## src/hw/rtl/mstm_pkg.sv

```systemverilog
package mstm_pkg;

    localparam logic [1:0] CMD_ADD  = 2'd0;
    localparam logic [1:0] CMD_DEL  = 2'd1;
    localparam logic [1:0] CMD_TICK = 2'd2;

    localparam logic [1:0] KIND_ADDED   = 2'd0;
    localparam logic [1:0] KIND_FULL    = 2'd1;
    localparam logic [1:0] KIND_DELETED = 2'd2;
    localparam logic [1:0] KIND_FIRED   = 2'd3;

    typedef struct packed {
        logic [1:0]  cmd;
        logic [47:0] now_ms;
        logic [30:0] period_ms;
        logic        repeat_req;
        logic [31:0] target_id;
    } t_in_item;

    typedef struct packed {
        logic [1:0]  kind;
        logic [31:0] timer_id;
        logic [31:0] latest_id;
        logic        last;
    } t_out_item;

    typedef enum logic [2:0] {
        OP_NONE,
        OP_ADD,
        OP_DEL,
        OP_TSTART,
        OP_FIRE,
        OP_TEND
    } t_op;

    typedef struct packed {
        t_op         op;
        logic [31:0] key;
        logic [47:0] now_ms;
        logic [30:0] period_ms;
        logic        repeat_req;
        logic        clr_pend;
    } t_ctl;

endpackage

```

## src/hw/rtl/mstm_cell.sv

```systemverilog
module mstm_cell #(
    parameter int IDX_W    = 4,
    parameter int SLOT_IDX = 0
) (
    input  logic               i_clk,
    input  logic               i_rst_n,
    input  mstm_pkg::t_ctl     i_ctl,
    input  logic               i_sel,
    input  logic               i_cand_v,
    input  logic [31:0]        i_cand_id,
    input  logic [IDX_W-1:0]   i_cand_idx,
    output logic               o_cand_v,
    output logic [31:0]        o_cand_id,
    output logic [IDX_W-1:0]   o_cand_idx,
    output logic               o_valid,
    output logic               o_match
);
    logic              r_valid;
    logic              r_pend;
    logic              r_due;
    logic [31:0]       r_id;
    logic [48:0]       r_wake;
    logic [30:0]       r_period;
    logic              r_rep;
    logic              r_cv;
    logic [31:0]       r_cid;
    logic [IDX_W-1:0]  r_cidx;
    logic [48:0]       w_reload;
    logic              w_take;

    assign w_reload = {1'b0, i_ctl.now_ms} + {18'd0, i_ctl.period_ms};
    assign o_valid  = r_valid;
    assign o_match  = r_valid && (r_id == i_ctl.key);
    assign w_take   = r_due && (!i_cand_v || (r_id < i_cand_id));

    always_ff @(posedge i_clk) begin
        if (!i_rst_n) begin
            r_valid <= 1'b0;
            r_pend  <= 1'b0;
            r_due   <= 1'b0;
            r_cv    <= 1'b0;
        end else begin
            r_cv <= w_take || i_cand_v;
            unique case (i_ctl.op)
                mstm_pkg::OP_ADD: begin
                    if (i_sel) begin
                        r_valid <= 1'b1;
                        if (i_ctl.clr_pend) begin
                            r_pend <= 1'b0;
                        end
                    end
                end
                mstm_pkg::OP_DEL: begin
                    if (o_match) begin
                        r_pend <= 1'b1;
                    end
                end
                mstm_pkg::OP_TSTART: begin
                    r_due <= r_valid && (r_wake <= {1'b0, i_ctl.now_ms});
                end
                mstm_pkg::OP_FIRE: begin
                    if (i_sel) begin
                        r_due <= 1'b0;
                        if (!r_rep) begin
                            r_pend <= 1'b1;
                        end
                    end
                end
                mstm_pkg::OP_TEND: begin
                    if (r_pend) begin
                        r_valid <= 1'b0;
                        r_pend  <= 1'b0;
                    end
                end
                default: begin
                end
            endcase
        end
    end

    always_ff @(posedge i_clk) begin
        if (w_take) begin
            r_cid  <= r_id;
            r_cidx <= IDX_W'(SLOT_IDX);
        end else begin
            r_cid  <= i_cand_id;
            r_cidx <= i_cand_idx;
        end
        if (i_ctl.op == mstm_pkg::OP_ADD && i_sel) begin
            r_id     <= i_ctl.key;
            r_wake   <= w_reload;
            r_period <= i_ctl.period_ms;
            r_rep    <= i_ctl.repeat_req;
        end else if (i_ctl.op == mstm_pkg::OP_FIRE && i_sel && r_rep) begin
            r_wake <= {1'b0, i_ctl.now_ms} + {18'd0, r_period};
        end
    end

    assign o_cand_v   = r_cv;
    assign o_cand_id  = r_cid;
    assign o_cand_idx = r_cidx;

endmodule

```

## config.mk

```make
export PLATFORM = sky130hd
export DESIGN_NAME = mstm_cell
export DESIGN_NICKNAME = d
export VERILOG_FILES = /design/src/hw/rtl/mstm_pkg.sv /design/src/hw/rtl/mstm_cell.sv
export SDC_FILE = /design/constraint.sdc
export NUM_CORES = 1
export LEC_CHECK = 0
export ABC_AREA = 1
export BUFFER_PORTS_ARGS = -buffer_cell sky130_fd_sc_hd__buf_4
export CORE_UTILIZATION = 50
export DETAILED_ROUTE_END_ITERATION = 10
export GPL_TIMING_DRIVEN = 0
export HOLD_SLACK_MARGIN = 0.05
export PLACE_DENSITY = 0.73
export SETUP_SLACK_MARGIN = 0.05
export SLEW_MARGIN = 10
export SYNTH_ARGS = -nofsm -noshare
export SYNTH_HDL_FRONTEND = slang
export SYNTH_SLANG_ARGS = --single-unit
```

## constraint.sdc

```tcl
create_clock -name i_clk -period 6.24 [get_ports i_clk]
set_clock_uncertainty 0.15 [all_clocks]
set_input_delay 0.624 -clock i_clk [delete_from_list [all_inputs] [get_ports i_clk]]
set_output_delay 0.624 -clock i_clk [all_outputs]
set_load 0.02 [all_outputs]
```

==> results.cfg <==
[worst_setup_path]
cp-end-kind = register
crit_path_start_kind = primary input
path_max_fanout = 10
required_ns = 6.29
cp.arrival_ns = 4.16
criticalPathCategory = in -> reg
r2r_cells = 15

[place]
io_buffers = 194
dp.cells = 1809
place_hpwl_um = 24400
place.gp.congestion = 0.914
pre_cts_ws_ns = 1.69

[synth]
avgSynthCellArea_um2 = 7.92
synth_seq_cells = 153
yosys.cell_types.count = 48
synth_area_um2 = 10600
synth-edff-count = 113
synth.net_count = 1612
synth_ff_type = edfxtp_1
async_flop_share = 0
syn_inst = 1343
yosysWarnings = 0
ys_seq_area_frac = 0.394

[drt]
drc = 0
wirelength_um = 29600
routed-via-count = 9572
wl_per_cell_um = 16.1
dr.pass1.iters = 5
viasPerCell = 5.20
first_iter_violations = 598
antenna_left = 0

[floorplanning]
dieArea_um2 = 21900
initial_core_util = 0.517
coreArea_um2 = 20600
die_y_um = 148
ios = 195
die_w_um = 148
rows = 52

[power]
finalPower_mw = 2.83
ir_drop_v = 0.000180
static-leakage-power_nw = 6.33
p_per_area_nw_per_um2 = 216

[sta]
hold_violations = 0
slew_viol_final = 0
period_minus_slack_ns = 4.11
timing.fmax_mhz = 243
tightestPinTransition_ns = 0.667
setup_viol = 0
tns_ns = 0
setup_slack_ns = 2.13
relSlewSlack = 0.555
rsz0062_at_grt = false
timing.final.crit_share = 0.659

[global_route]
grt_use_met2 = 0.486
grt_pass1_wl_um = 46300
grt_max_degree = 48
grt_use_met1 = 0.348
grt_pass1_vias = 9272
grt_usage = 0.276
busiest_layer = met2
use_met3 = 0.0383
antenna_found_initial = 1
grt_overflow = 0

[clock_network]
clock_path_buffers = 2
ctsRootBufferMaster = clkbuf_16
htree_levels = 4
clk_pin_slew_worst_paths_ns = 0.07
cts_hold_buf = 0
clk_latency_ns = 0.43
clock_sinks = 153
ctsResizeCount = 0
cts_made_buffers = 17
postCtsSetupRepairBufs = 0
cts_tree = done

[cells_and_area]
mostFrequentLayoutCell = nand2_1
final_nets = 1827
drive_above_1_share = 0.187
synthToLayoutAreaGrowth_pct = 23.3
layout_common_cells = nand2_1 (369), buf_4 (194), inv_1 (190)
layout.cells.non_filler = 1841
diodes = 0

[job]
maxCapViolCount = 0

[hold_path]
holdPathStages = 1
hold_path.class = in -> reg

[run_status]
status = completed
==> logic make-up after synthesis <==
group,synth area share
AND/OR/NAND/NOR,0.263
buffers and inverters,0.0773
AO/OA/AOI/OAI,0.0879
flip-flops,0.394
adder cells (fa/ha/maj),0.134
XOR/XNOR,0.0437
==> synth_stat cells (4+ instances only) <==
master / count / share of area
nand4_1: 18 / 0.011
clkbuf_1: 8 / 0.0028
a21oi_1: 86 / 0.040
o21a_1: 7 / 0.0049
nor2_1: 120 / 0.042
a21o_1: 5 / 0.0035
edfxtp_1: 113 / 0.32
inv_1: 190 / 0.067
ha_1: 112 / 0.13
o21ai_0: 36 / 0.017
nand2_2: 12 / 0.0071
nor4_1: 4 / 0.0024
nor3_2: 6 / 0.0056
nor2_2: 10 / 0.0059
nand3_1: 71 / 0.033
inv_2: 5 / 0.0018
or2_2: 6 / 0.0035
nor3_1: 13 / 0.0061
dfxtp_1: 40 / 0.075
o21ai_1: 6 / 0.0028
xnor2_1: 17 / 0.014
nand2_1: 370 / 0.13
a21oi_2: 4 / 0.0033
and3_1: 4 / 0.0024
xor2_1: 36 / 0.030
==> where the power goes <==
group,internal (mW),switching [mW]
logic,0.227,0.330
registers,1.14,0.0167
clock network,0.631,0.479
total,2.00,0.825
==> flip-flops by register name (all words and copies together), names as in the netlist <==
register    cells
o_cand_id      32
o_cand_idx      4
o_cand_v        1
o_valid         1
r_due           1
r_id           32
r_pend          1
r_period       31
r_rep           1
r_wake         49
==> metrics by stage <==
step,instance area (µm²),hold WS (ns),utilization
finish,13100,0.220,0.638
global route,13100,0.206,0.638
CTS,13100,0.210,0.638
detailed placement,12500,0.329,0.607
global placement,12400,0.316,0.604
floorplan,10600,0.294,-
==> layer usage <==
metal  routed length, µm  up-vias  share of wire
met5                   0        -              0
met4                 634        0          0.021
met3                1690       39          0.057
met2               14500      291           0.49
met1               12700     4401           0.43
li1                    -     4841              -
==> layout make-up <==
type / count / area, µm²
Buffer: 16 / 90.1
Clock buffer: 18 / 450
Clock inverter: 14 / 180
Fill cell: 1824 / 7450
Inverter: 196 / 736
Multi-Input combinational cell: 978 / 5620
Sequential cell: 153 / 4190
Tap cell: 270 / 338
Timing Repair Buffer: 196 / 1500
==> critical path: stages <==
cell and delay, ns:
buf_4 0.12, inv_1 0.06, nor2_1 0.04, inv_1 0.08, nor2_1 0.06, inv_2 0.07, nor2_4 0.05, clkinv_1 0.14
clkbuf_1 0.54, nand2_1 0.11, nand2_1 0.12, ha_1 0.27, inv_1 0.08, fa_1 0.45, inv_1 0.19, nand3_1 0.11
nand2_2 0.15, a21oi_2 0.12, o21ai_2 0.25, nand3_1 0.13, nand2_2 0.17, nand2_1 0.11, nand2_1 0.08, nand2_1 0.04
==> final timing paths <==
kind,from,to,slack (ns)
setup / recovery,i_ctl[113],r_wake[40]$_DFFE_PP_,2.13
hold / removal,i_ctl[10],r_period[8]$_DFFE_PN_,0.22
setup reg to reg,r_period[0]$_DFFE_PN_,r_wake[40]$_DFFE_PP_,3.19
hold reg to reg,r_pend$_SDFFE_PN0P_,r_pend$_SDFFE_PN0P_,0.34
Power figures use the tool's default switching activity.
